==> config.mk <==
export PLATFORM = sky130hd
export DESIGN_NAME = fvsd_front
export DESIGN_NICKNAME = d
export VERILOG_FILES = /design/src/sv/fvsd_pkg.sv /design/src/sv/fvsd_front.sv
export VERILOG_INCLUDE_DIRS = /design/src /design/src/sv
export SDC_FILE = /design/constraint.sdc
export NUM_CORES = 1
export LEC_CHECK = 0
export BUFFER_PORTS_ARGS = -buffer_cell sky130_fd_sc_hd__buf_2
export CAP_MARGIN = 0
export CORE_MARGIN = 2
export CORE_UTILIZATION = 45
export DETAILED_ROUTE_END_ITERATION = 10
export GPL_TIMING_DRIVEN = 0
export PLACE_DENSITY = 0.64
export SLEW_MARGIN = 20
export SYNTH_ARGS = -nofsm -noshare
export SYNTH_HDL_FRONTEND = slang
export SYNTH_SLANG_ARGS = --single-unit
==> constraint.sdc <==
create_clock -name clock -period 27.2 [get_ports clock]
set_input_delay 2.72 -clock clock [delete_from_list [all_inputs] [get_ports clock]]
set_output_delay 2.72 -clock clock [all_outputs]
set_load 0.01 [all_outputs]
==> src/sv/assert_macros.svh <==
// assertion helpers
`ifndef ASSERT_MACROS_SVH
`define ASSERT_MACROS_SVH
`define ASSERT_IMPL(label, clk, rst, ante, cons) \
   label: assert property (@(posedge clk) disable iff (rst) (ante) |-> (cons)) \
      else $error("assertion failed");
`define ASSERT_NEXT(label, clk, rst, ante, cons) \
   label: assert property (@(posedge clk) disable iff (rst) (ante) |=> (cons)) \
      else $error("assertion failed");
`endif

==> src/sv/fvsd_pkg.sv <==
`timescale 1ns / 1ps
package fvsd_pkg;
   localparam int Q_BITS_DEF = 15;
   localparam int QUEUE_DEPTH = 2;
   localparam logic [1:0] CSR_VS_MAX = 2'd0;
   localparam logic [1:0] CSR_DEAD_COMP = 2'd1;
   localparam logic [1:0] CSR_PWM_PERIOD = 2'd2;
   typedef enum logic [1:0] {ST_IDLE, ST_ROOT, ST_OUT} front_state_type;
   typedef struct packed {
      logic signed [15:0] vd;
      logic signed [15:0] vq;
      logic signed [15:0] sin_theta;
      logic signed [15:0] cos_theta;
   } limited_word_type;
endpackage

==> src/sv/fvsd_front.sv <==
`timescale 1ns / 1ps
module fvsd_front (
   input  logic clock,
   input  logic reset,
   input  logic [14:0] vs_max,
   input  logic req_valid,
   output logic req_ready,
   input  logic signed [15:0] req_vd,
   input  logic signed [15:0] req_vq_request,
   input  logic signed [15:0] req_sin_theta,
   input  logic signed [15:0] req_cos_theta,
   output logic out_valid,
   input  logic out_ready,
   output fvsd_pkg::limited_word_type out_word
);
   import fvsd_pkg::*;
   front_state_type state_ff, state_in;
   limited_word_type word_ff;
   logic [31:0] rem_ff;
   logic [31:0] root_ff;
   logic [31:0] bit_ff;
   logic [4:0] step_ff;
   logic signed [31:0] vd2, vs2;
   logic [31:0] trial;
   logic signed [16:0] lim, vqx;
   logic take;

   assign vd2 = req_vd * req_vd;
   assign vs2 = $signed({17'd0, vs_max}) * $signed({17'd0, vs_max});
   assign trial = root_ff + bit_ff;
   assign lim = $signed({1'b0, root_ff[15:0]});
   assign vqx = (word_ff.vq > lim) ? lim : ((word_ff.vq < -lim) ? -lim : 17'(word_ff.vq));
   assign take = req_valid && req_ready;

   always_comb begin
      state_in = state_ff;
      case (state_ff)
         ST_IDLE: if (req_valid) state_in = ST_ROOT;
         ST_ROOT: if (step_ff == 5'd0) state_in = ST_OUT;
         ST_OUT: if (out_ready) state_in = req_valid ? ST_ROOT : ST_IDLE;
         default: state_in = ST_IDLE;
      endcase
   end

   always_comb begin
      req_ready = (state_ff == ST_IDLE) || ((state_ff == ST_OUT) && out_ready);
      out_valid = (state_ff == ST_OUT);
   end

   always_ff @(posedge clock) begin
      if (reset) state_ff <= ST_IDLE;
      else state_ff <= state_in;
      if (take) begin
         word_ff <= '{req_vd, req_vq_request, req_sin_theta, req_cos_theta};
         rem_ff <= (vd2 < vs2) ? 32'(vs2 - vd2) : 32'd0;
         root_ff <= '0;
         bit_ff <= 32'h1000_0000;
         step_ff <= 5'd14;
      end else if (state_ff == ST_ROOT) begin
         if (rem_ff >= trial) begin
            rem_ff <= rem_ff - trial;
            root_ff <= (root_ff >> 1) + bit_ff;
         end else begin
            root_ff <= root_ff >> 1;
         end
         bit_ff <= bit_ff >> 2;
         step_ff <= step_ff - 5'd1;
      end
   end

   always_comb begin
      out_word = word_ff;
      out_word.vq = vqx[15:0];
   end

   `include "assert_macros.svh"
   `ASSERT_IMPL(a_excl, clock, reset, req_ready && out_valid, out_ready)
   `ASSERT_NEXT(a_hold, clock, reset, out_valid && !out_ready, out_valid)
   `ASSERT_NEXT(a_go, clock, reset, req_valid && req_ready, state_ff == ST_ROOT)
endmodule

-- Word-level counts from Yosys, hierarchy flattened
Cells that the tools add are included.
- flip-flop bits (word level): 150
- input port bits: 83
- output and inout port bits: 66
- word-level logic and storage cells: 47
- add/sub/neg operators: 6
- multiply operators: 2
- magnitude comparators: 4
- equality and inequality tests: 5
- muxes and demuxes: 12
- reduce and logical (&&, ||, !) cells: 9
- operator list (cell ; number):
    $mux W32 ; 5
    $add A31 B29 Y32 ; 1
    $add A32 B29 Y32 ; 1
    $ge A32 B32 Y1 ; 1
    $lt A32 B31 Y1 ; 1
    $mul A16 B16 Y32 ; 1
    $mux W16 ; 2
    $sub A31 B32 Y32 ; 1
    $sub A32 B32 Y32 ; 1
    $mul A15 B15 Y30 ; 1
    $gt A16 B17 Y1 ; 1
    $lt A16 B17 Y1 ; 1
    $neg A16 Y17 ; 1
    $mux W2 ; 3
    $pmux W2 S3 ; 1
    $logic_not A5 Y1 ; 1
    $sub A5 B1 Y5 const B ; 1
    $ne A2 B2 Y1 const B ; 2
    $reduce_bool A2 Y1 ; 2
    $reduce_and A3 Y1 ; 1
    $eq A2 B1 Y1 const B ; 1
    $eq A2 B2 Y1 const B ; 1
    $logic_and A1 B1 Y1 ; 2
    $logic_not A2 Y1 ; 1
    other kinds (4) ; 4

-- Depth between registers and ports, before layout
- depth in word-level cells: 6
- mapped depth: 36
- mapped depth without buffers: 34

-- Worst setup path before layout
No wires, ideal clock.
- kind: input -> register
- start: input req_vd[15]
- end: register rem_ff[29], data pin
- setup time: 0.275 ns
- data arrival time: 10.398 ns
- required time: 26.925 ns
- setup slack: 16.527 ns
- stages: 33
- path buffers: 4
- cells stage by stage: clkbuf_1 -> clkbuf_1 -> nand2_1 -> inv_1 -> fa_1 -> fa_1 -> inv_1 -> fa_1 -> inv_1 -> fa_1 -> inv_1 -> fa_1 -> inv_1 -> fa_1 -> ha_1 -> clkbuf_1 -> a21o_1 -> a21o_1 -> nor2_1 -> a21o_1 -> a31oi_1 -> a21o_1 -> a21o_1 -> a21oi_1 -> xor2_1 -> ha_1 -> nand3_1 -> or4_1 -> nor4_1 -> nor2_1 -> a32oi_1 -> clkbuf_1 -> o32ai_1
- longest elaborated chain between the ends: 4
- elaborated cells on any way between the ends: 5
- those cells by class: add/sub: 1; mul: 1; order compare: 1; mux: 2
- ends and longest elaborated chain (what ; line ; RTL):
    start, declared ; fvsd_front.sv:8 ; input logic signed [15:0] req_vd,
    $mul A16 B16 Y32 (*) ; fvsd_front.sv:28 ; assign vd2 = req_vd * req_vd;
    $sub A31 B32 Y32 / $lt A32 B31 Y1 (equally long branches) ; fvsd_front.sv:55 ; rem_ff <= (vd2 < vs2) ? 32'(vs2 - vd2) : 32'd0;
    $mux W32 (*) ; fvsd_front.sv:55 ;
    $mux W32 (*) ; fvsd_front.sv:53 ; if (take) begin
    end signal, assigned ; fvsd_front.sv:55 ;
    end signal, assigned ; fvsd_front.sv:61 ; rem_ff <= rem_ff - trial;
    end, declared ; fvsd_front.sv:19 ; logic [31:0] rem_ff;
Every way passes the cells marked *; elsewhere a longest branch is shown, timed or not.
A chain may end at the register's enable or synchronous reset.

-- Final worst setup path
- start: input req_vd[5]
- end: register rem_ff[3], data pin
- longest elaborated chain between the ends: 4
- ends and longest elaborated chain (what ; line):
    $mul A16 B16 Y32 ; fvsd_front.sv:28
    $lt A32 B31 Y1 ; fvsd_front.sv:55
    $mux W32 ; fvsd_front.sv:55
    $mux W32 ; fvsd_front.sv:53
Every way passes these cells.

==> results.py <==
metrics = {
    "logic_synthesis": {
        "synthArstFlopShare": 0,
        "yosys.area.top_type": "fa_1",
        "avgSynthCellArea_sq_um": 8.95,
        "syn_nets": 3762,
        "ys_seq_area_frac": 0.148,
        "synth_area_leaders": "fa_1 (28%), ha_1 (14%), edfxtp_1 (11%), inv_1 (7.9%), dfxtp_1 (4.0%)",
        "synth_cell_types": 74,
        "synth_edf_count": 96,
        "synth-seq-cells": 150,
        "synth_area_sq_um": 26800,
        "ys.flop_type": "edfxtp_1",
        "synth_top_area_share": 0.281,
        "yosysWarningCount": 0,
        "syn_inst": 2998,
    },
    "place": {
        "hpwl_mm": 55.8,
        "placed_area_sq_um": 28600,
        "place.gp.congestion": 0.910,
        "io_buffers": 148,
    },
    "min_path": {
        "hold_start": "bit_ff[10]",
        "whs_path_depth": 2,
        "hp-class": "flip-flop to flip-flop",
        "whs_endpoint": "bit_ff[8]",
    },
    "setup_path": {
        "crit_required_ns": 27.35,
        "critical-path-top-delay-family": "adder cells",
        "cp_max_fo": 10,
        "end_kind": "flip-flop",
        "r2r_cells": 19,
        "r2r-end": "rem_ff[28]",
        "critical-path-slowest-cell": "o31ai_1",
        "cpPeakStageDelay_ns": 0.78,
        "r2r_slack_ns": 20.45,
        "cp_num_cells": 31,
        "cp_num_buf_inv": 7,
        "worst-setup-path-type": "input port to flip-flop",
        "path_common_cell": "fa_1",
        "cp.arrival_ns": 12.39,
        "startpoint_type": "input port",
        "rr_startpoint": "bit_ff[2]",
    },
    "clocking": {
        "clockRootBuffer": "clkbuf_16",
        "numCtsBuffers": 17,
        "clkLatencyLatePin_ns": 0.48,
        "cts_tree": "built",
        "cts_resized": 0,
        "cts_hold_buffers": 0,
        "clk_pin_slew_ns": 0.10,
        "cts_buffer_depth": 2,
        "cts_setup_buffers": 0,
        "htreeDepth": 4,
        "cts.sinks": 150,
    },
    "finish": {
        "n_antenna_cell": 0,
        "area_growth_pct": 8.73,
        "drive_above_1_share": 0.0811,
        "layout.nets": 3931,
        "layout_common_cells": "inv_1 (563), fa_1 (376), ha_1 (305)",
        "fin_util": 0.494,
        "fin_area_sq_um": 29200,
        "mostFrequentLayoutCell": "inv_1",
    },
    "timing": {
        "tns_ns": 0,
        "rsz0062_at_grt": "no",
        "holdWs_ns": 0.489,
        "hold_viol": 0,
        "skew_ns": 0.0338,
        "max_freq_mhz": 81.7,
        "fin_crit_sh": 0.450,
        "post-route-min-period_ns": 12.24,
        "relSlewSlack": 0.282,
        "setup_violations": 0,
        "slew_violations": 0,
        "worstMarginPinSlew_ns": 1.08,
    },
    "floorplanning": {
        "io_pins": 149,
        "fp.dieW_microns": 248,
        "fp.coreArea_sq_um": 59000,
        "die_h_microns": 248,
        "start_util": 0.455,
        "rows": 89,
        "dieArea_sq_um": 61600,
    },
    "route": {
        "dr_total_vias": 20873,
        "drc": 0,
        "viasPerCell": 5.28,
        "drt-total-wl_mm": 68.2,
        "first_pass_iters": 5,
        "avgRoutedWirePerCell_microns": 17.3,
        "ant_nets": 0,
        "drt_iter0_drc": 1197,
    },
    "global_routing": {
        "grt_max_degree": 55,
        "overflow": 0,
        "grt_usage": 0.228,
        "grt_pass1_vias": 21161,
        "grt_first_pass_wirelength_mm": 110,
        "antenna_found_initial": 1,
    },
    "run": {
        "maxCapViolations": 0,
    },
    "outcome": {
        "outcome": "complete, no violations",
    },
}
==> synth_stat cells (28+ instances only) <==
cell	instances
nand2_1	273
and2_1	80
fa_1	376
edfxtp_1	96
nand3_1	28
a31oi_1	28
nand2b_1	30
nor2_1	149
o21a_1	30
ha_1	305
xnor2_1	108
a21oi_1	156
a21o_1	46
clkbuf_1	84
nor2b_1	38
buf_4	48
o21ai_0	121
dfxtp_1	54
inv_1	563
xor2_1	76
==> worst max path at each step <==
stage / start / to / slack, ns
2_1_floorplan: req_vd[15] / rem_ff[29] / 16.53
3_3_place_gp: req_vd[4] / rem_ff[28] / 14.52
3_5_place_dp: req_vd[4] / rem_ff[28] / 14.54
4_1_cts: req_vd[4] / rem_ff[28] / 14.96
5_1_grt: req_vd[5] / rem_ff[1] / 14.33
6_report: req_vd[5] / rem_ff[3] / 14.96
==> per-stage QoR <==
step / cells / worst slack (ns)
finish: 3953 / 14.96
detailed placement: 3921 / 14.54
floorplan: 2998 / 16.53
global placement: 3919 / 14.52
CTS: 3953 / 14.96
global route: 3953 / 14.33
==> worst register-to-register path, stage by stage, from the launching register on <==
cell	delay (ns)
dfxtp_1	0.40
ha_1	0.29
a31o_2	0.29
o211ai_1	0.38
o31ai_1	0.20
a211o_1	0.33
a31oi_1	0.27
o21bai_1	0.18
a211o_1	0.32
a31oi_1	0.26
xor2_1	0.34
ha_1	0.37
a21o_1	0.20
a211oi_1	0.32
nand4b_1	0.14
o221ai_1	0.46
clkbuf_1	0.51
clkbuf_1	0.60
o21ai_4	0.35
buf_16	0.27
==> logic make-up (layout without fill, tap and decap cells) <==
kind of cell | count (synthesis) | after routing | share of synthesized area
buffers and inverters | 703 | 885 | 0.106
AO/OA/AOI/OAI | 553 | 553 | 0.130
XOR/XNOR | 184 | 184 | 0.0601
flip-flops | 150 | 150 | 0.148
adder cells (fa/ha/maj) | 681 | 681 | 0.423
AND/OR/NAND/NOR | 706 | 706 | 0.125
multiplexers | 21 | 21 | 0.00788
==> state kept, by name, indices dropped and copies added, names as in the netlist <==
name and cells:
root_ff 32, step_ff 5, bit_ff 15, out_word 48, word_ff 16, state_ff 2
rem_ff 32
==> metal layers <==
metal | part of all wire | GRT usage | up-vias
met5 | 0 | 0 | -
met4 | 0.025 | 0.0632 | 0
met3 | 0.051 | 0.0305 | 86
met2 | 0.48 | 0.388 | 504
met1 | 0.45 | 0.304 | 10207
li1 | - | - | 10076
==> final cells by class <==
cell class | count | area [sq um]
multi-input cells | 2145 | 20000
repair buffers | 150 | 796
clock buffers | 19 | 443
inverters | 564 | 2120
plain buffers | 139 | 719
fillers | 5730 | 29900
flip-flops and latches | 150 | 3960
clock inverters | 13 | 120
well taps | 773 | 967
Power is left out: the tool's default activity adds up to more than one toggle a clock period on the data nets, which glitch-free logic cannot reach.
