File: config.mk
export PLATFORM = sky130hd
export DESIGN_NAME = fvsd_queue
export DESIGN_NICKNAME = d
export VERILOG_FILES = /design/src/sv/assert_macros.svh /design/src/sv/fvsd_pkg.sv /design/src/sv/fvsd_queue.sv
export SDC_FILE = /design/constraint.sdc
export NUM_CORES = 1
export LEC_CHECK = 0
export BUFFER_PORTS_ARGS = -buffer_cell sky130_fd_sc_hd__buf_2
export CAP_MARGIN = 20
export CORE_ASPECT_RATIO = 2
export CORE_MARGIN = 8
export CORE_UTILIZATION = 37
export DETAILED_ROUTE_END_ITERATION = 10
export REMOVE_ABC_BUFFERS = 1
export SKIP_CTS_REPAIR_TIMING = 1
export SYNTH_ARGS = -nofsm -noshare
export SYNTH_HDL_FRONTEND = slang
export SYNTH_SLANG_ARGS = --single-unit
File: constraint.sdc
create_clock -name clock -period 10.5 [get_ports clock]
set_clock_uncertainty 0.15 [all_clocks]
set_input_delay 2.1 -clock clock [delete_from_list [all_inputs] [get_ports clock]]
set_output_delay 2.1 -clock clock [all_outputs]
set_load 0.05 [all_outputs]
File: src/sv/assert_macros.svh
// assertion helpers
`ifndef ASSERT_MACROS_SVH
`define ASSERT_MACROS_SVH
`define ASSERT_IMPL(label, clk, rst, ante, cons) \
   label: assert property (@(posedge clk) disable iff (rst) (ante) |-> (cons)) \
      else $error("assertion failed");
`define ASSERT_NEXT(label, clk, rst, ante, cons) \
   label: assert property (@(posedge clk) disable iff (rst) (ante) |=> (cons)) \
      else $error("assertion failed");
`endif

File: src/sv/fvsd_pkg.sv
`timescale 1ns / 1ps
package fvsd_pkg;
   localparam int Q_BITS_DEF = 15;
   localparam int QUEUE_DEPTH = 2;
   localparam logic [1:0] CSR_VS_MAX = 2'd0;
   localparam logic [1:0] CSR_DEAD_COMP = 2'd1;
   localparam logic [1:0] CSR_PWM_PERIOD = 2'd2;
   typedef enum logic [1:0] {ST_IDLE, ST_ROOT, ST_OUT} front_state_type;
   typedef struct packed {
      logic signed [15:0] vd;
      logic signed [15:0] vq;
      logic signed [15:0] sin_theta;
      logic signed [15:0] cos_theta;
   } limited_word_type;
endpackage

File: src/sv/fvsd_queue.sv
`timescale 1ns / 1ps
module fvsd_queue (
   input  logic clock,
   input  logic reset,
   input  logic in_valid,
   output logic in_ready,
   input  fvsd_pkg::limited_word_type in_word,
   output logic out_valid,
   input  logic out_ready,
   output fvsd_pkg::limited_word_type out_word
);
   import fvsd_pkg::*;
   limited_word_type mem_ff [QUEUE_DEPTH];
   logic rd_ff, wr_ff;
   logic [1:0] cnt_ff;
   logic push, pop;
   assign in_ready = (cnt_ff != 2'(QUEUE_DEPTH));
   assign out_valid = (cnt_ff != 2'd0);
   assign push = in_valid && in_ready;
   assign pop = out_valid && out_ready;
   assign out_word = mem_ff[rd_ff];
   always_ff @(posedge clock) begin
      if (reset) begin
         rd_ff <= 1'b0;
         wr_ff <= 1'b0;
         cnt_ff <= '0;
      end else begin
         if (push) wr_ff <= ~wr_ff;
         if (pop) rd_ff <= ~rd_ff;
         cnt_ff <= cnt_ff + 2'(push) - 2'(pop);
      end
      if (push) mem_ff[wr_ff] <= in_word;
   end
endmodule

---- Word level (Yosys, flattened, before mapping) ----
Memory sizes are Yosys's and may differ from the RTL's. A register that Yosys moved wholly into a read port is not among the register bits.
Index checks and enable logic that the tools add are counted.
storage, ports and cells
  register bits after elaboration ......... 4
  memories kept ........................... 1
  memory bits (writable) .................. 128
memory list
  memory  depth  bits a word  read ports  clocked after memory_dff  wr ports  line              RTL
  mem_ff  2      64           1           1                         1         fvsd_queue.sv:13  limited_word_type mem_ff [QUEUE_DEPTH];
cells by class
  multiplexer cells ....................... 4
  equality and inequality tests ........... 1
  add/subtract/negate cells ............... 2
  bitwise logic cells ..................... 2
  reductions and logical operators ........ 3
operators with widths
  operator                                     number
  1-bit 2-to-1 mux                             4
  2-bit by 1-bit adder with 2-bit output       1
  1-bit logical AND                            2
  2-bit != test, second input constant         1
  1-bit NOT                                    2
  2-bit nonzero test                           1
  2-bit by 1-bit subtractor with 2-bit output  1

---- Longest topological paths before layout ----
Gate-level depths: netlist of run 1.
  depth after elaboration ................. 4
  gate-level depth with buffers ........... 8
  depth with buffers taken out ............ 8

---- Least setup slack after synthesis of run 1 ----
Ideal clock, no wire load.
  path kind ............................... input to register
  start ................................... input in_valid
  end ..................................... memory mem_ff[0][0] (netlist name), enable pin
  cell stages on the path ................. 2
  buffers on the path ..................... 0
  path slack .............................. 5,020 ps
  library setup time ...................... 486 ps
  required time ........................... 9,864 ps
  arrival time ............................ 4,844 ps
  path through ............................ nand2_2 > nor2_1
between the ends
  longest elaborated chain between the ends .. 3
RTL lines
  element                                 line              RTL
  start: declaration                      fvsd_queue.sv:5   input logic in_valid,
  1-bit logical AND                       fvsd_queue.sv:19  assign push = in_valid && in_ready;
  1-bit 2-to-1 mux                        fvsd_queue.sv:32  if (push) mem_ff[wr_ff] <= in_word;
  1-bit 2-to-1 mux (implied by the code)  fvsd_queue.sv:32
  end: declaration                        fvsd_queue.sv:13
Every way passes these cells.

==> results of run 1 <==
stage by stage:
step	cells	power (W)	instance area, um2	setup WS [ps]	util
finish	541	0.001976	6601	6334	0.4805
global route	541	0.002052	6601	6236	0.4805
CTS	541	0.002001	6601	6291	0.4805
detailed placement	509	0.001346	5939	6505	0.4323
global placement	508	0.001332	5912	6448	0.4303
floorplan	216	0.001225	5022	5020	-
power by group:
group / switching [W] / total, W / internal [W]
registers: 0.0000293 / 0.000698 / 0.000668
logic: 0.000426 / 0.000629 / 0.000203
clock network: 0.000207 / 0.000650 / 0.000443
routing by layer:
metal	track usage	vias up	wire length (um)
met3	0.07216	10	1252
li1	-	1170	-
met2	0.1565	126	4139
met4	0.04027	0	93
met1	0.1231	1230	4113
met5	0	-	0
cell usage in the layout, fill, tap and decap left out:
cell type   instances
and3_2              1
buf_16              1
buf_2             133
buf_4               2
bufinv_16           6
clkbuf_1            1
clkbuf_16          17
clkinv_1            3
clkinv_4            3
clkinvlp_4          2
dfxtp_1             4
dfxtp_4             1
edfxtp_1          128
ha_1                2
inv_1               1
mux2_2              5
mux2_4             60
nand2_2             1
nand2b_2            1
nor2_1              4
nor2_4              1
nor2b_1             2
o21a_1              1
or2_2               1
xnor2_1             2
xor2_1              1
registers in the layout, indices dropped and copies added, names as in the netlist, named ones only:
register / cells
rd_ff: 1
wr_ff: 1
cnt_ff: 2
mem_ff: 128
worst min path at each step:
stage,from,end,slack (ps)
2_1_floorplan,rd_ff$_SDFFE_PP0P_,register,330
3_3_place_gp,rd_ff$_SDFFE_PP0P_,rd_ff$_SDFFE_PP0P_,350
3_5_place_dp,rd_ff$_SDFFE_PP0P_,register,410
4_1_cts,rd_ff$_SDFFE_PP0P_,register,430
5_1_grt,rd_ff$_SDFFE_PP0P_,rd_ff$_SDFFE_PP0P_,460
6_report,rd_ff$_SDFFE_PP0P_,rd_ff$_SDFFE_PP0P_,430
layout make-up:
class                      count  area, um2  area share
clock buffer                  18      429.2     0.06501
clock inverter                14      232.7     0.03525
inverter                       1      3.754   0.0005686
multi-input combinational     82       1084      0.1641
sequential                   133       3948      0.5980
tap                          157      196.4     0.02976
timing repair buffer         136      708.2      0.1073
worst min-delay path: cells and delay by family (launching register included):
kind,cells,cell delay (ps)
xor+xnor,1,110
flops,1,340
simple gates,1,90
cells by family after synthesis:
| group | after synthesis | synth area share |
|---|---|---|
| buffers and inverters | 8 | 0.02622 |
| and+or+nand+nor | 11 | 0.01141 |
| AOI/OAI and AO/OA | 1 | 0.001457 |
| adders and majority gates | 2 | 0.004855 |
| xor gates and xnor gates | 3 | 0.005099 |
| DFF | 133 | 0.7652 |
| muxes | 65 | 0.1857 |
==> results.py, run 1 <==
metrics = {
    "placement": {
        "io_buffer_count": 133,
        "hpwl_um": 6712,
        "gp_congestion": 0.7045,
    },
    "logic_synthesis": {
        "yosysTopAreaCellShare": 0.7458,
        "yosysMostFrequentCell": "edfxtp_1",
        "avgSynthCellArea_um2": 23.11,
        "syn_area_um2": 5154,
        "synth_area_leaders": "edfxtp_1 (75%), mux2_4 (17%), buf_12 (2.3%)",
        "ys_async_sr_fraction": 0,
        "synth_ff_type": "edfxtp_1",
        "yosysWarnings": 0,
        "synth_top_area_cell": "edfxtp_1",
        "netlist-cell-type-count": 17,
        "yosysSeqAreaShare": 0.7652,
        "synth_seq_cells": 133,
        "synth-edff-count": 128,
        "synth_cells": 223,
        "yosys-top-cells-count": "edfxtp_1 (128), mux2_4 (60), buf_12 (6)",
    },
    "floorplan": {
        "start_util": 0.3751,
        "coreArea_um2": 13740,
        "die_x_um": 99.46,
        "die_area_um2": 18190,
        "fp.dieH_um": 182.9,
        "ioPinCount": 134,
        "num_rows": 61,
    },
    "critical_path": {
        "path_depth": 3,
        "cpMaxStageDelayCell": "dfxtp_4",
        "cp_slowest_stage_delay_ps": 520,
        "worst_setup_path_start_kind": "register",
        "reg2reg_from": "cnt_ff[0]$_SDFF_PP0_",
        "criticalPathCategory": "reg2out",
        "reg2reg_depth": 4,
        "cp_max_fo": 51,
        "crit_chain": "buf_16 > mux2_2 > buf_2",
        "end_kind": "output port",
        "rr_endpoint": "mem_ff[0][26]$_DFFE_PP_",
        "cpLargestDelayFamily": "buffers and inverters",
        "path_buf_inv": 2,
        "rrSetupSlack_ps": 8210,
        "cp.required_ps": 8250,
        "endpoint": "out_word[1]",
        "arrival_ps": 1920,
    },
    "pwr": {
        "ir_drop_mv": 0.1508,
        "p_per_area_nw_per_um2": 299.4,
        "p_leak_nw": 2.609,
    },
    "route": {
        "post-route-drc-count": 0,
        "route.vias.total": 2536,
        "drtIter0Drc": 99,
        "final_antenna_net_count": 0,
        "viasPerCell": 4.688,
        "first_pass_iters": 4,
        "wire_per_inst_um": 17.74,
        "drt_wl_total_um": 9599,
    },
    "grt": {
        "grt_overflow": 0,
        "grt_pass1_wl_um": 15060,
        "antenna_found_initial": 0,
        "grt_max_degree": 52,
        "grt_pass1_vias": 2863,
        "grt_usage": 0.1079,
    },
    "clock_tree": {
        "cts_buffers": 17,
        "worstSkewPairLatency_ps": 400,
        "cts_max_level": 4,
        "clock-sinks": 133,
        "cts_root_buffer": "clkbuf_16",
        "path_clk_slew_ps": 50,
        "clockBufferDepth": 2,
        "cts_tree": "yes",
    },
    "sta": {
        "maxSlewHeadroom": 0.5740,
        "fin_hold_ws_ps": 427.4,
        "period_needed_ps": 4166,
        "finalHoldViolations": 0,
        "timing.final.setup_violations": 0,
        "period_share": 0.3968,
        "worst_pin_slew_ps": 637.5,
        "clock.fmax_mhz": 240.0,
        "drv_slew": 0,
        "rsz0062_at_grt": "false",
        "setup_tns_ps": 0,
    },
    "cells_and_area": {
        "fillCellCount": 1168,
        "areaGrowthSynthToFinish_pct": 28.09,
        "final_layout_size_suffix_gt1_frac": 0.6120,
        "fin_nets": 441,
        "antennaDiodeCount": 0,
    },
    "job": {
        "max-cap-violations": 0,
    },
    "hold_path": {
        "hold_path_class": "reg2reg",
        "min_path_cells": 2,
    },
    "status": {
        "status": "finished, final reports clean",
    },
}
Note: power is estimated with default switching activity, not from simulation.
==> inputs of run 2 (changes only) <==
ABC_AREA = 1   (was default)
clock period = 4.1 ns   (was 10.5 ns; I/O delays follow)
==> run 2 against run 1 <==
Effect of this change: sequential share of layout area is 0.068 points higher; global-route usage is 0.64 points higher; utilization is 0.32 points lower; wire length is 6.9% higher; critical path depth stayed put; synthesized area is 0.22% higher; worst hold slack worse by 65 ps; sequential power grew to 2.6 times the previous value.
==> results.py, run 2 <==
metrics = {
    "grt": {
        "grt_max_degree": 45,
        "antenna_found_initial": 2,
        "grt_usage": 0.1143,
        "grt_pass1_vias": 2844,
        "met1_usage": 0.09660,
        "busiest_layer": "met2",
        "grtUsageMet2": 0.2165,
        "met3_usage": 0.04292,
        "grt_overflow": 0,
        "grt_pass1_wl_um": 15040,
    },
    "cells_and_area": {
        "largestRegisters": "mem_ff x128, cnt_ff x2",
        "fin_nets": 455,
        "fillCellCount": 1179,
        "final_layout_size_suffix_gt1_frac": 0.5829,
        "largest-register": "mem_ff",
        "final_cell_mix": "buf_2 (133), edfxtp_1 (128), mux2_4 (60)",
        "layout_commonest_cell": "buf_2",
        "largest_reg_flops": 128,
        "areaGrowthSynthToFinish_pct": 27.66,
    },
    "sta": {
        "period_share": 0.7311,
        "drv_slew": 0,
        "rsz0062_at_grt": "false",
        "maxSlewHeadroom": 0.5380,
        "timing.final.setup_violations": 0,
        "finalHoldViolations": 0,
        "period_needed_ps": 2998,
        "worst_pin_slew_ps": 691.4,
        "clock.fmax_mhz": 333.6,
        "setup_tns_ps": 0,
    },
    "route": {
        "drt_wl_total_um": 10260,
        "route.vias.total": 2584,
        "wire_per_inst_um": 17.45,
        "final_antenna_net_count": 0,
        "first_pass_iters": 4,
        "drtIter0Drc": 102,
        "viasPerCell": 4.395,
        "post-route-drc-count": 0,
    },
    "critical_path": {
        "reg2reg_from": "cnt_ff[0]$_SDFF_PP0_",
        "end_kind": "output port",
        "rrSetupSlack_ps": 2040,
        "criticalPathCategory": "reg2out",
        "arrival_ps": 2030,
        "cp_max_fo": 22,
        "reg2reg_depth": 5,
        "cp.required_ps": 3130,
        "rr_endpoint": "mem_ff[0][57]$_DFFE_PP_",
        "worst_setup_path_start_kind": "register",
    },
    "clock_tree": {
        "cts_max_level": 4,
        "worstSkewPairLatency_ps": 400,
        "cts_tree": "yes",
        "clockBufferDepth": 2,
        "cts_root_buffer": "clkbuf_16",
        "clock-sinks": 133,
        "path_clk_slew_ps": 50,
        "cts_buffers": 17,
    },
    "floorplan": {
        "ioPinCount": 134,
        "die_area_um2": 18230,
        "fp.dieH_um": 183.1,
        "start_util": 0.3739,
        "num_rows": 61,
        "coreArea_um2": 13810,
        "die_x_um": 99.55,
    },
    "job": {
        "max-cap-violations": 0,
    },
    "hold_path": {
        "hold_path_class": "reg2reg",
        "worstHoldStart": "rd_ff$_SDFFE_PP0P_",
        "hold_end": "rd_ff$_SDFFE_PP0P_",
        "min_path_cells": 2,
    },
    "placement": {
        "gp_congestion": 0.7258,
        "io_buffer_count": 133,
        "hpwl_um": 7321,
    },
    "pwr": {
        "ir_drop_mv": 0.4930,
        "finalPower_w": 0.004870,
        "p_leak_nw": 2.625,
        "p_per_area_nw_per_um2": 738.6,
    },
    "logic_synthesis": {
        "synth-edff-count": 128,
        "yosysMostFrequentCell": "edfxtp_1",
        "yosysTopAreaCellShare": 0.7442,
        "synth_cells": 236,
        "yosysWarnings": 0,
        "ys_async_sr_fraction": 0,
        "yosysSeqAreaShare": 0.7636,
        "syn_area_um2": 5165,
        "netlist-cell-type-count": 12,
        "synth_top_area_cell": "edfxtp_1",
        "avgSynthCellArea_um2": 21.89,
        "yosys-top-cells-count": "edfxtp_1 (128), mux2_4 (60), nor2_1 (9), inv_1 (8), nand2_1 (8)",
        "synth_seq_cells": 133,
        "synth_area_leaders": "edfxtp_1 (74%), mux2_4 (17%), buf_12 (2.3%)",
        "synth_ff_type": "edfxtp_1",
    },
    "status": {
        "status": "finished, final reports clean",
    },
}
run 2: changes by cell type in the layout (fill, tap and decap cells not counted), sizes merged, moves of 3 or more:
cell	previous run	this run
bufinv	6	3
clkinv	6	10
nor2	5	9
nand2	1	8
nand3	0	3
inv	1	9
run 2: routing by layer:
layer  share of wire  vias up
met1            0.33     1268
met3           0.061       18
li1                -     1214
met5          0.0022        -
met4           0.026        4
met2            0.59       80
run 2: cell type report:
| cell class | count | area [um2] | area share |
|---|---|---|---|
| diodes | 1 | 2.502 | 0.0003795 |
| clock buffers | 18 | 429.2 | 0.06509 |
| clock inverters | 14 | 160.2 | 0.02429 |
| inverters | 8 | 30.03 | 0.004554 |
| multi-input cells | 88 | 1067 | 0.1619 |
| flip-flops and latches | 133 | 3948 | 0.5987 |
| well taps | 189 | 236.5 | 0.03586 |
| repair buffers | 137 | 720.7 | 0.1093 |
run 2: cell families (layout without fill, tap and decap cells):
group           count (synthesis)  count (layout)  share of synthesized area
compound gates                  2               2                   0.001938
fa+ha+maj                       2               2                   0.004844
buf+inv                        15             177                    0.03125
flops                         133             133                     0.7636
mux                            64              64                     0.1831
other cells                     0               1                          0
simple gates                   20              20                    0.01526
run 2: how the worst max path moves through the flow:
stage,start,endpoint,slack (ps),depth (start not counted)
after floorplan,cnt_ff[0]$_SDFF_PP0_,mem_ff[0][0]$_DFFE_PP_,-140,4
after global placement,register,out_word[31],1490,3
after detailed placement,register,out_word[31],1450,3
after CTS,register,out_word[31],1010,3
after global routing,register,out_word[31],1000,3
final,register,out_word[39],1100,3
run 2: worst max-delay path: stages (launching register included):
cell     delay (ps)
dfxtp_4         590
buf_4           450
mux2_4          360
buf_2           220
run 2: where the power goes:
| group | switching [W] | internal (W) | leakage, nW |
|---|---|---|---|
| combinational | 0.00108 | 0.000497 | 1.10 |
| sequential | 0.0000856 | 0.00172 | 1.24 |
| clock | 0.000533 | 0.000951 | 0.291 |
run 2: stage by stage:
step / cell area (um2) / hold slack, ps / utilization / instances / setup slack [ps]
after floorplan: 5034 / 317.5 / - / 229 / -145.0
after global placement: 6002 / 346.5 / 0.4345 / 555 / 1485
after detailed placement: 6002 / 352.1 / 0.4345 / 555 / 1451
after CTS: 6591 / 366.8 / 0.4771 / 587 / 1006
after global routing: 6591 / 415.6 / 0.4771 / 587 / 996.2
final: 6594 / 362.5 / 0.4773 / 588 / 1102
==> inputs of run 3 (changes only) <==
ABC_AREA = 0   (was 1)
clock period = 3.1 ns   (was 4.1 ns; I/O delays follow)
==> run 3 against run 2 <==
Effect of this change: cell count shrank 7.5%; sequential share of layout area grew 0.56 points; sequential power is 31% higher.
==> results.py, run 3 (same netlist as run 1, synthesis figures left out) <==
metrics = {
    "status": {
        "status": "finished, final reports clean",
    },
    "critical_path": {
        "cp.required_ps": 2330,
        "reg2reg_from": "cnt_ff[0]$_SDFF_PP0_",
        "criticalPathCategory": "reg2out",
        "cpMaxStageDelayCell": "dfxtp_4",
        "arrival_ps": 1890,
        "cp_max_fo": 21,
        "rrSetupSlack_ps": 1180,
        "reg2reg_depth": 3,
        "cpLargestDelayFamily": "flip-flops",
        "end_kind": "output port",
        "cp_slowest_stage_delay_ps": 590,
        "crit_chain": "buf_4 > mux2_2 > buf_2",
        "rr_endpoint": "mem_ff[1][32]$_DFFE_PP_",
        "worst_setup_path_start_kind": "register",
        "path_buf_inv": 2,
    },
    "cells_and_area": {
        "antennaDiodeCount": 0,
        "instances_no_fill": 544,
        "fillCellCount": 1171,
        "largestRegisters": "mem_ff x128, cnt_ff x2",
        "largest-register": "mem_ff",
        "post-route-cell-area_um2": 6533,
        "fin_nets": 444,
        "areaGrowthSynthToFinish_pct": 26.75,
        "final_cell_mix": "buf_2 (133), edfxtp_1 (128), mux2_4 (60)",
        "layout_commonest_cell": "buf_2",
        "largest_reg_flops": 128,
        "final_layout_size_suffix_gt1_frac": 0.6176,
    },
    "sta": {
        "setup_tns_ps": 0,
        "fin_hold_ws_ps": 254.2,
        "maxSlewHeadroom": 0.6236,
        "clock.fmax_mhz": 376.0,
        "finalHoldViolations": 0,
        "rsz0062_at_grt": "false",
        "drv_slew": 0,
        "period_needed_ps": 2659,
        "timing.final.setup_violations": 0,
        "worst_pin_slew_ps": 564.6,
        "period_share": 0.8578,
    },
    "clock_tree": {
        "path_clk_slew_ps": 60,
        "cts_max_level": 4,
        "clock-sinks": 133,
        "worstSkewPairLatency_ps": 400,
        "clockBufferDepth": 2,
        "cts_root_buffer": "clkbuf_16",
        "cts_buffers": 17,
        "cts_tree": "yes",
    },
    "pwr": {
        "p_per_area_nw_per_um2": 977.7,
        "ir_drop_mv": 0.5860,
        "p_leak_nw": 2.583,
    },
    "route": {
        "drtIter0Drc": 60,
        "final_antenna_net_count": 0,
        "first_pass_iters": 4,
        "drt_wl_total_um": 9611,
        "post-route-drc-count": 0,
        "wire_per_inst_um": 17.67,
        "route.vias.total": 2532,
        "viasPerCell": 4.654,
    },
    "grt": {
        "antenna_found_initial": 0,
        "grt_overflow": 0,
        "grt_max_degree": 44,
        "grt_usage": 0.1084,
        "grt_pass1_wl_um": 15100,
        "grt_pass1_vias": 2972,
    },
    "floorplan": {
        "num_rows": 61,
        "fp.dieH_um": 182.9,
        "start_util": 0.3751,
        "die_x_um": 99.46,
        "ioPinCount": 134,
        "die_area_um2": 18190,
        "coreArea_um2": 13740,
    },
    "hold_path": {
        "hold_path_class": "in2reg",
        "hold_end": "mem_ff[0][57]$_DFFE_PP_",
        "worstHoldStart": "in_word[57]",
        "min_path_cells": 1,
    },
    "placement": {
        "io_buffer_count": 133,
        "gp_congestion": 0.7043,
        "dp_cells": 512,
        "place_area_um2": 5967,
        "hpwl_um": 6778,
    },
    "job": {
        "max-cap-violations": 0,
    },
}
run 3: cell types whose count changed in the layout (fill, tap and decap cells not counted), sizes merged, moves of 3 or more:
cell and change:
clkinvlp +3, inv -8, nand2 -7, nand3 -3, nor2 -4
run 3: worst max path at each step:
stage / start / end / slack [ps] / depth (start not counted)
4_1_cts: register / out_word[2] / 400 / 3
3_5_place_dp: register / out_word[2] / 840 / 3
3_3_place_gp: register / out_word[2] / 870 / 3
6_report: register / out_word[2] / 440 / 3
2_1_floorplan: cnt_ff[0]$_SDFF_PP0_ / mem_ff[0][0]$_DFFE_PP_ / -990 / 3
5_1_grt: register / out_word[2] / 360 / 3
run 3: through the flow:
stage	setup WS (ps)	power (W)	utilization
CTS	404.4	0.006466	0.4755
finish	440.7	0.006387	0.4755
global route	358.5	0.006636	0.4755
detailed placement	839.7	0.004570	0.4343
floorplan	-985.0	0.004148	-
global placement	865.0	0.004522	0.4343
run 3: final cells by class:
type                       instances  area, um2  area share
clock buffer                      17      425.4     0.06512
clock inverter                    15      140.1     0.02145
inverter                           1      3.754   0.0005746
multi-input combinational         82       1084      0.1659
sequential                       133       3948      0.6043
tap                              157      196.4     0.03007
timing repair buffer             139      735.7      0.1126
run 3: routing by layer:
metal / GRT usage / wire (um) / vias to the layer above
met5: 0 / 0 / -
met4: 0.04027 / 110 / 0
met3: 0.05583 / 956 / 13
met2: 0.1616 / 4180 / 125
met1: 0.1304 / 4363 / 1216
li1: - / - / 1178
run 3: where the power goes:
part / internal (W) / switching, W
clock network: 0.00117 / 0.000712
logic: 0.000698 / 0.00143
registers: 0.00226 / 0.000113
